**src/hw/rtl/sbpe_pkg.sv**
```systemverilog
`timescale 1ns / 1ps
// shared types and constants of the servo bus packet engine
package sbpe_pkg;

	localparam int CNT_W  = 4;
	localparam int POS_W  = 5;
	localparam int FLAG_W = 5;

	localparam logic [1:0] REQ_START = 2'd0;
	localparam logic [1:0] REQ_PARAM = 2'd1;
	localparam logic [1:0] REQ_RECV  = 2'd2;

	localparam logic [1:0] KIND_TX     = 2'd0;
	localparam logic [1:0] KIND_PARAM  = 2'd1;
	localparam logic [1:0] KIND_STATUS = 2'd2;

	localparam logic [2:0] ST_OK   = 3'd0;
	localparam logic [2:0] ST_M0   = 3'd1;
	localparam logic [2:0] ST_M1   = 3'd2;
	localparam logic [2:0] ST_ID   = 3'd3;
	localparam logic [2:0] ST_CMD  = 3'd4;
	localparam logic [2:0] ST_LEN  = 3'd5;
	localparam logic [2:0] ST_SUM  = 3'd6;

	localparam int FLG_M0  = 0;
	localparam int FLG_M1  = 1;
	localparam int FLG_ID  = 2;
	localparam int FLG_CMD = 3;
	localparam int FLG_LEN = 4;

	localparam logic [POS_W-1:0] POS_M0    = 5'd0;
	localparam logic [POS_W-1:0] POS_M1    = 5'd1;
	localparam logic [POS_W-1:0] POS_ID    = 5'd2;
	localparam logic [POS_W-1:0] POS_LEN   = 5'd3;
	localparam logic [POS_W-1:0] POS_CMD   = 5'd4;
	localparam logic [POS_W-1:0] POS_PARAM = 5'd5;

	localparam logic [7:0] MARK    = 8'h55;
	localparam logic [7:0] LEN_OFS = 8'd3;

	typedef struct packed {
		logic [1:0]       req_type;
		logic [7:0]       servo_id;
		logic [7:0]       command;
		logic [CNT_W-1:0] send_count;
		logic [CNT_W-1:0] reply_count;
		logic [7:0]       data_byte;
	} req_t;

	typedef struct packed {
		logic [1:0] kind;
		logic [7:0] out_byte;
		logic [2:0] status;
		logic       last;
	} rsp_t;

endpackage

```
**src/hw/rtl/servo_bus_packet_engine.sv**
```systemverilog
`timescale 1ns / 1ps
// servo bus packet engine: frames commands and checks replies
//
// req channel (req_valid, req_stall, req) carries start, parameter and
// received-bus-byte words; rsp channel (rsp_valid, rsp_stall, rsp) returns
// transmit bytes, reply parameter bytes and the reply status.
// a word is taken while the engine is idle; req_stall is high while it is
// still emitting the results of the previous word.
// start: emits 0x55 0x55 id length command, one result per cycle unless the
// receiver stalls; the checksum follows when the send count is zero.
// parameter: one result, two for the last (checksum); none past the send count.
// received byte: taken while idle; the final byte gives the verdict, which
// emits up to MAX_PARAMS buffered parameters (read of the reply ram, then
// output) and the status word.
// results sit in one output register; when the receiver stalls, emission
// pauses and the engine keeps req_stall high until its last result is loaded.
// reset clears all control state; the reply ram needs no clearing since an
// entry is always written before it is read.
module servo_bus_packet_engine
	import sbpe_pkg::*;
#(
	parameter int MAX_PARAMS = 8
) (
	input  logic clk,
	input  logic arst_n,
	input  logic req_valid,
	output logic req_stall,
	input  req_t req,
	output logic rsp_valid,
	input  logic rsp_stall,
	output rsp_t rsp
);

	localparam int AW = (MAX_PARAMS > 1) ? $clog2(MAX_PARAMS) : 1;

	typedef enum logic [5:0] {
		S_IDLE = 6'b000001,
		S_HDR  = 6'b000010,
		S_TXP  = 6'b000100,
		S_RD   = 6'b001000,
		S_EM   = 6'b010000,
		S_STS  = 6'b100000
	} state_t;

	state_t           state_q;
	logic [2:0]       step_q;
	logic [CNT_W-1:0] tx_rem_q;
	logic [7:0]       tx_sum_q;
	logic             rx_armed_q;
	logic [7:0]       exp_id_q;
	logic [7:0]       exp_cmd_q;
	logic [CNT_W-1:0] exp_cnt_q;
	logic [POS_W-1:0] rx_pos_q;
	logic [7:0]       rx_sum_q;
	logic [FLAG_W-1:0] err_q;
	logic [2:0]       st_q;
	logic [CNT_W-1:0] idx_q;
	logic [7:0]       byte_q;
	logic             rsp_valid_q;
	rsp_t             rsp_q;

	logic             acc;
	logic             ld_ok;
	logic             emit;
	rsp_t             word;
	logic [CNT_W-1:0] sc_c;
	logic [CNT_W-1:0] rc_c;
	logic [7:0]       len_c;
	logic [7:0]       hdr_sum_c;
	logic [POS_W-1:0] final_c;
	logic             rx_more;
	logic [FLAG_W-1:0] err_nxt;
	logic [2:0]       verdict;
	logic             ram_we;
	logic [7:0]       ram_rd;

	assign acc       = req_valid && (state_q == S_IDLE);
	assign req_stall = (state_q != S_IDLE);
	assign ld_ok     = !rsp_valid_q || !rsp_stall;

	always_comb begin
		sc_c = (32'(req.send_count) > MAX_PARAMS) ? CNT_W'(MAX_PARAMS) : req.send_count;
		rc_c = (32'(req.reply_count) > MAX_PARAMS) ? CNT_W'(MAX_PARAMS) : req.reply_count;
		len_c     = 8'(sc_c) + LEN_OFS;
		hdr_sum_c = req.servo_id + len_c + req.command;
		final_c   = POS_PARAM + POS_W'(exp_cnt_q);
		rx_more   = rx_pos_q < final_c;

		err_nxt = err_q;
		if (rx_pos_q == POS_M0 && req.data_byte != MARK) err_nxt[FLG_M0] = 1'b1;
		if (rx_pos_q == POS_M1 && req.data_byte != MARK) err_nxt[FLG_M1] = 1'b1;
		if (rx_pos_q == POS_ID && req.data_byte != exp_id_q) err_nxt[FLG_ID] = 1'b1;
		if (rx_pos_q == POS_LEN && req.data_byte != (8'(exp_cnt_q) + LEN_OFS)) begin
			err_nxt[FLG_LEN] = 1'b1;
		end
		if (rx_pos_q == POS_CMD && req.data_byte != exp_cmd_q) err_nxt[FLG_CMD] = 1'b1;

		priority if (err_q[FLG_M0]) begin
			verdict = ST_M0;
		end else if (err_q[FLG_M1]) begin
			verdict = ST_M1;
		end else if (err_q[FLG_ID]) begin
			verdict = ST_ID;
		end else if (err_q[FLG_CMD]) begin
			verdict = ST_CMD;
		end else if (err_q[FLG_LEN]) begin
			verdict = ST_LEN;
		end else if (~rx_sum_q != req.data_byte) begin
			verdict = ST_SUM;
		end else begin
			verdict = ST_OK;
		end
	end

	assign ram_we = acc && (req.req_type == REQ_RECV) && rx_armed_q && rx_more
		&& (rx_pos_q >= POS_PARAM);

	sbpe_ram #(
		.WIDTH(8),
		.DEPTH(MAX_PARAMS),
		.AW   (AW)
	) u_reply_ram (
		.clk    (clk),
		.wr_en  (ram_we),
		.wr_addr(AW'(rx_pos_q - POS_PARAM)),
		.wr_data(req.data_byte),
		.rd_en  (state_q == S_RD),
		.rd_addr(AW'(idx_q)),
		.rd_data(ram_rd)
	);

	// next result word
	always_comb begin
		word = '{kind: KIND_TX, out_byte: 8'd0, status: ST_OK, last: 1'b0};
		emit = 1'b0;
		unique case (state_q)
			S_HDR: begin
				emit = ld_ok;
				unique case (step_q)
					3'd0, 3'd1: word.out_byte = MARK;
					3'd2: word.out_byte = exp_id_q;
					3'd3: word.out_byte = 8'(tx_rem_q) + LEN_OFS;
					3'd4: word.out_byte = exp_cmd_q;
					3'd5: begin
						word.out_byte = ~tx_sum_q;
						word.last     = 1'b1;
					end
					default: word.out_byte = 8'd0;
				endcase
			end
			S_TXP: begin
				emit = ld_ok;
				if (step_q == 3'd0) begin
					word.out_byte = byte_q;
				end else begin
					word.out_byte = ~tx_sum_q;
					word.last     = 1'b1;
				end
			end
			S_EM: begin
				emit          = ld_ok;
				word.kind     = KIND_PARAM;
				word.out_byte = ram_rd;
			end
			S_STS: begin
				emit        = ld_ok;
				word.kind   = KIND_STATUS;
				word.status = st_q;
				word.last   = 1'b1;
			end
			default: emit = 1'b0;
		endcase
	end

	always_ff @(posedge clk or negedge arst_n) begin
		if (!arst_n) begin
			state_q     <= S_IDLE;
			step_q      <= '0;
			tx_rem_q    <= '0;
			tx_sum_q    <= '0;
			rx_armed_q  <= 1'b0;
			exp_id_q    <= '0;
			exp_cmd_q   <= '0;
			exp_cnt_q   <= '0;
			rx_pos_q    <= '0;
			rx_sum_q    <= '0;
			err_q       <= '0;
			st_q        <= ST_OK;
			idx_q       <= '0;
			rsp_valid_q <= 1'b0;
		end else begin
			if (emit) begin
				rsp_valid_q <= 1'b1;
			end else if (!rsp_stall) begin
				rsp_valid_q <= 1'b0;
			end

			if (acc) begin
				unique case (req.req_type)
					REQ_START: begin
						tx_sum_q   <= hdr_sum_c;
						tx_rem_q   <= sc_c;
						rx_armed_q <= 1'b1;
						exp_id_q   <= req.servo_id;
						exp_cmd_q  <= req.command;
						exp_cnt_q  <= rc_c;
						rx_pos_q   <= '0;
						rx_sum_q   <= '0;
						err_q      <= '0;
						step_q     <= '0;
						state_q    <= S_HDR;
					end
					REQ_PARAM: begin
						if (tx_rem_q != '0) begin
							tx_sum_q <= tx_sum_q + req.data_byte;
							tx_rem_q <= tx_rem_q - CNT_W'(1);
							step_q   <= '0;
							state_q  <= S_TXP;
						end
					end
					REQ_RECV: begin
						if (rx_armed_q) begin
							if (rx_more) begin
								err_q <= err_nxt;
								if (rx_pos_q >= POS_ID) begin
									rx_sum_q <= rx_sum_q + req.data_byte;
								end
								rx_pos_q <= rx_pos_q + POS_W'(1);
							end else begin
								rx_armed_q <= 1'b0;
								rx_pos_q   <= '0;
								st_q       <= verdict;
								idx_q      <= '0;
								if (verdict == ST_OK && exp_cnt_q != '0) begin
									state_q <= S_RD;
								end else begin
									state_q <= S_STS;
								end
							end
						end
					end
					default: ;
				endcase
			end

			unique case (state_q)
				S_IDLE: ;
				S_HDR: begin
					if (ld_ok) begin
						if (step_q == 3'd5 || (step_q == 3'd4 && tx_rem_q != '0)) begin
							state_q <= S_IDLE;
						end else begin
							step_q <= step_q + 3'd1;
						end
					end
				end
				S_TXP: begin
					if (ld_ok) begin
						if (step_q != 3'd0 || tx_rem_q != '0) begin
							state_q <= S_IDLE;
						end else begin
							step_q <= 3'd1;
						end
					end
				end
				S_RD: state_q <= S_EM;
				S_EM: begin
					if (ld_ok) begin
						if (idx_q + CNT_W'(1) == exp_cnt_q) begin
							state_q <= S_STS;
						end else begin
							idx_q   <= idx_q + CNT_W'(1);
							state_q <= S_RD;
						end
					end
				end
				S_STS: begin
					if (ld_ok) begin
						state_q <= S_IDLE;
					end
				end
				default: state_q <= S_IDLE;
			endcase
		end
	end

	always_ff @(posedge clk) begin
		if (acc) begin
			byte_q <= req.data_byte;
		end
		if (emit) begin
			rsp_q <= word;
		end
	end

	assign rsp_valid = rsp_valid_q;
	assign rsp       = rsp_q;

endmodule

```
**src/hw/rtl/sbpe_ram.sv**
```systemverilog
`timescale 1ns / 1ps
// generic single-write single-read ram with registered read data
module sbpe_ram #(
	parameter int WIDTH = 8,
	parameter int DEPTH = 8,
	parameter int AW    = (DEPTH > 1) ? $clog2(DEPTH) : 1
) (
	input  logic             clk,
	input  logic             wr_en,
	input  logic [AW-1:0]    wr_addr,
	input  logic [WIDTH-1:0] wr_data,
	input  logic             rd_en,
	input  logic [AW-1:0]    rd_addr,
	output logic [WIDTH-1:0] rd_data
);

	logic [WIDTH-1:0] mem_q [DEPTH];
	logic [WIDTH-1:0] rd_data_q;

	always_ff @(posedge clk) begin
		if (wr_en) begin
			mem_q[wr_addr] <= wr_data;
		end
		if (rd_en) begin
			rd_data_q <= mem_q[rd_addr];
		end
	end

	assign rd_data = rd_data_q;

endmodule

```
**config.mk**
```make
export PLATFORM = sky130hd
export DESIGN_NAME = servo_bus_packet_engine
export DESIGN_NICKNAME = d
export VERILOG_FILES = /design/src/hw/rtl/sbpe_pkg.sv /design/src/hw/rtl/servo_bus_packet_engine.sv /design/src/hw/rtl/sbpe_ram.sv
export SDC_FILE = /design/constraint.sdc
export NUM_CORES = 1
export LEC_CHECK = 0
export ABC_CLOCK_PERIOD_IN_PS = 3620
export BUFFER_PORTS_ARGS = -buffer_cell sky130_fd_sc_hd__buf_2
export CORE_MARGIN = 8
export CORE_UTILIZATION = 55
export DETAILED_ROUTE_END_ITERATION = 10
export HOLD_SLACK_MARGIN = 0.15
export PLACE_DENSITY = 0.73
export RECOVER_POWER = 100
export SKIP_LAST_GASP = 1
export SYNTH_ARGS = -nofsm -noshare
export SYNTH_HDL_FRONTEND = slang
export SYNTH_SLANG_ARGS = --single-unit
```
**constraint.sdc**
```tcl
create_clock -name clk -period 3.62 [get_ports clk]
set_clock_uncertainty 0.2 [all_clocks]
set_input_delay 0.362 -clock clk [delete_from_list [all_inputs] [get_ports clk]]
set_output_delay 0.362 -clock clk [all_outputs]
set_load 0.05 [all_outputs]
```
==> summary.txt <==
Worst setup path
  – CP peak stage delay: 0.56 ns
  – Worst R2R End: exp_id_q[3]
  – Origin of the critical flop-to-flop path: state_q[5]
  – Reg2reg setup slack: 0.32 ns
  – CP endpoint kind: flip-flop
  – Worst setup SP type: flip-flop
  – CP required: 3.70 ns
  – Reg2reg path depth: 7
  – CP Max Fanout: 16
  – Cell chain of the critical path: nor4_4 > nand3_4 > a211oi_1 > clkbuf_1 > nand2_1 > nand2_1 > o21ai_0
  – Worst EP arrival: 3.38 ns
  – Most used cell along the critical path: nand2_1
  – Crit path max-delay cell type: clkbuf_1
  – Setup CP Type: reg -> reg

Placed design
  – Placer Congestion: 0.891
  – Dpl ws: 0.520 ns
  – Placed insts: 1026
  – Post-DP HPWL: 16000 um
  – PortBufs: 53

Job
  – Max Cap Viol: 1

Global routing
  – First-pass GRT wire length: 35500 um
  – Met2 GRT Util: 36.6%
  – Met3 usage: 4.94%
  – Largest net degree at the start of global routing: 40
  – GR Util met1: 30.1%
  – Initial antenna violation count: 0
  – Vias in the first global route: 6533
  – Tot GR Track Use: 22.8%
  – GR peak layer: met2
  – GRT Residual Overflow: 0

STA
  – Fin crit share: 91.3%
  – Setup TNS: 0 ns
  – Final setup viols: 0
  – RSZ-0062 raised after global routing: false
  – Least-Margin Pin Slew: 1.81 ns
  – Min cycle time layout: 3.30 ns
  – Fin. max-slew vios: 31
  – Hold WS: 0.192 ns
  – Final Hold Fails: 0
  – Fmax: 303 MHz
  – PnR worst setup slack: 0.316 ns
  – Slew HR: -20.8%

Routing
  – Via count: 6633
  – Initial DRT Pass Iterations: 5
  – DR iter-0 viols: 694
  – WL per Instance: 20.9 um
  – Vias per inst: 6.12
  – Routed WL: 22600 um
  – Post-route ant nets: 0
  – DRC: 0

Clock network
  – CTS tree: built
  – CTS root buf: clkbuf_16
  – Post-CTS Hold Fix Bufs: 26
  – Post-CTS Resized: 0
  – Worst-Skew Late Latency: 0.43 ns
  – CTS Buffer Depth: 2
  – H-tree depth: 4
  – Sink Count: 162
  – Reg clk slew, reported paths: 0.07 ns
  – CTS Buf Count: 17
  – Post-CTS Setup Inserts: 0

Synth
  – EDFF count, synth: 94
  – Seq/Total Area, Yosys: 50.7%
  – Synth Cell Area: 8930 um2
  – FFs w/ async S/R, synth: 42.0%
  – Ys flop type: edfxtp_1
  – Synth Warn #: 0
  – Gate Count Post-Synth: 769
  – Post-Syn Nets: 862
  – Avg Cell Area, Syn: 11.6 um2
  – Unique masters post-synth: 76
  – Synthesized flop and latch total: 162

Power and ir drop
  – Sw frac: 38.8%
  – Switch Pwr: 0.00262 W
  – Power per cell area: 664 nW/um2
  – Reg power frac: 41.1%
  – Combinational Power Share: 32.8%
  – Lkg Pwr: 4.05 nW
  – VDD IR-drop max: 0.000401 V
  – Clk pwr share: 26.1%
  – Pint: 0.00414 W

Finish
  – Nets: 948
  – Share of layout cells above drive strength 1: 12.8%
  – Area Growth Syn to Fin: 14.1%
  – Inserted Diodes: 0
  – Final Util: 64.2%
  – Final cell count without fillers: 1084

Hold path
  – Hold Crit Start: req[32]
  – Worst hold stages: 5
  – Hold Crit Class: in -> reg
  – Worst Hold Path EP: rx_armed_q

Die
  – Die H: 143 um
  – Initial cell density of the core: 56.2%
  – Num ports: 54
  – Die width: 143 um
  – Site row count: 46
  – Core Box Area: 15900 um2
  – Die area: 20600 um2

Outcome
  – Failing checks: capacitance limit, slew limit
  – Status: finished, violations left
## layer usage
metal | up-vias | part of all wire [%] | routed length [um]
met5 | - | 0 | 0
met4 | 0 | 2.3 | 513
met3 | 42 | 7.5 | 1700
met2 | 292 | 48 | 10800
met1 | 3270 | 43 | 9640
li1 | 3029 | - | -
## how the worst max path moves through the flow
| stage | from | endpoint | slack (ns) | cells after the start |
|---|---|---|---|---|
| floorplan | exp_cnt_q[0] | u_reply_ram.mem_q[3][0] | 0.63 | 10 |
| global placement | req[17] | tx_sum_q[7] | 0.60 | 14 |
| detailed placement | req[25] | tx_sum_q[7] | 0.52 | 14 |
| CTS | state_q[5] | exp_cnt_q[0] | 0.36 | 8 |
| global route | arst_n | tx_sum_q[5] | 0.12 | 3 |
| finish | state_q[5] | exp_id_q[3] | 0.32 | 7 |
## per-stage QoR
stage | area, um2 | power (W)
detailed placement | 9480 | 0.00499
finish | 10200 | 0.00677
global route | 10200 | 0.00711
floorplan | 8930 | 0.00432
global placement | 9480 | 0.00487
CTS | 10300 | 0.00677
## power groups by stage
stage               combinational, W  sequential, W  clock (W)
finish                       0.00222        0.00278    0.00177
global route                 0.00245        0.00281    0.00185
CTS                          0.00224        0.00275    0.00179
detailed placement           0.00221        0.00279          0
global placement             0.00211        0.00276          0
floorplan                    0.00165        0.00267          0
## synthesized netlist by cell type (3+ instances only)
cell type  instances  share of area [%]
mux2_2            19                2.4
a22oi_1            4               0.34
a21oi_1           41                2.3
ha_1              49                6.9
edfxtp_1          94                 32
nand4_1            8               0.56
nand3_1           16               0.90
o22ai_1            3               0.21
nor2_1            35                1.5
inv_1             39                1.6
o21ai_0           56                3.1
and3_1             8               0.56
a221oi_1           7               0.69
nor3_1            18                1.0
a31oi_1            9               0.63
xor2_1            20                2.0
o31ai_1            3               0.25
nand2_1           50                2.1
clkbuf_1          23               0.97
a221o_1            3               0.34
nor4_1             7               0.49
and2_1             5               0.35
a21o_1             9               0.76
nor3b_1            5               0.42
a22o_1             9               0.88
nor2b_1            9               0.63
xnor2_1           31                3.0
mux4_2            16                4.0
fa_1               6                1.3
a211oi_1           8               0.67
nor2_2             3               0.21
o211ai_1           3               0.25
dfrtp_1           67                 19
o21ai_1            8               0.45
o21a_1             4               0.34
a211o_1            3               0.29
buf_2              9               0.50
nand3b_1           5               0.42
nand2b_1          13               0.91
## final cells by class
| cell class | count | area [um2] |
|---|---|---|
| multi-input combinational | 532 | 4070 |
| clock inverter | 14 | 149 |
| clock buffer | 18 | 429 |
| timing repair buffer | 102 | 601 |
| fill | 1262 | 5690 |
| inverter | 40 | 150 |
| sequential | 162 | 4530 |
| tap | 216 | 270 |
## cell usage in the layout, fill, tap and decap left out, types with 4 or more instances in the layout
| cell type | instances |
|---|---|
| nor2_1 | 35 |
| nand2b_1 | 13 |
| xnor2_1 | 31 |
| nand2_1 | 50 |
| dfrtp_1 | 67 |
| a21o_1 | 9 |
| mux4_2 | 16 |
| a221oi_1 | 7 |
| mux2_2 | 17 |
| nand3_1 | 16 |
| inv_1 | 39 |
| a21oi_1 | 41 |
| edfxtp_1 | 94 |
| o21a_1 | 4 |
| ha_1 | 49 |
| o21ai_0 | 63 |
| nor2b_1 | 9 |
| nor3_1 | 18 |
| nor4_1 | 7 |
| buf_2 | 28 |
| nand4_1 | 8 |
| a22o_1 | 9 |
| and3_1 | 8 |
| a211oi_1 | 9 |
| a22oi_1 | 4 |
| dlygate4sd3_1 | 26 |
| clkbuf_1 | 43 |
| buf_4 | 5 |
| a31oi_1 | 9 |
| nor3b_1 | 5 |
| nand3b_1 | 5 |
| xor2_1 | 20 |
| clkbuf_16 | 17 |
| fa_1 | 6 |
## registers in the layout (all words and copies together) (netlist names)
| signal | flops |
|---|---|
| u_reply_ram.mem_q | 64 |
| rsp | 14 |
| byte_q | 8 |
| exp_cmd_q | 8 |
| exp_id_q | 8 |
| rx_sum_q | 8 |
| tx_sum_q | 8 |
| u_reply_ram.rd_data | 8 |
| state_q | 6 |
| err_q | 5 |
| rx_pos_q | 5 |
| exp_cnt_q | 4 |
| idx_q | 4 |
| tx_rem_q | 4 |
| st_q | 3 |
| step_q | 3 |
| rsp_valid | 1 |
| rx_armed_q | 1 |
## cells by family (layout without fill, tap and decap cells)
group / count (synthesis) / count (layout) / share of synthesized area, %
DFF: 162 / 162 / 50.7
adders and majority gates: 55 / 55 / 8.21
and+or+nand+nor: 200 / 200 / 12.2
muxes: 36 / 36 / 6.54
xor gates and xnor gates: 51 / 51 / 5.00
buffers and inverters: 75 / 174 / 3.49
AOI/OAI and AO/OA: 190 / 190 / 13.9
## critical path: cells and delay by family (launching register included)
family	cells	cell delay, ns
AO/OA/AOI/OAI	2	0.37
buffers and inverters	1	0.56
flip-flops	1	0.53
AND/OR/NAND/NOR	4	1.49
(Power assumes the default switching activity.)
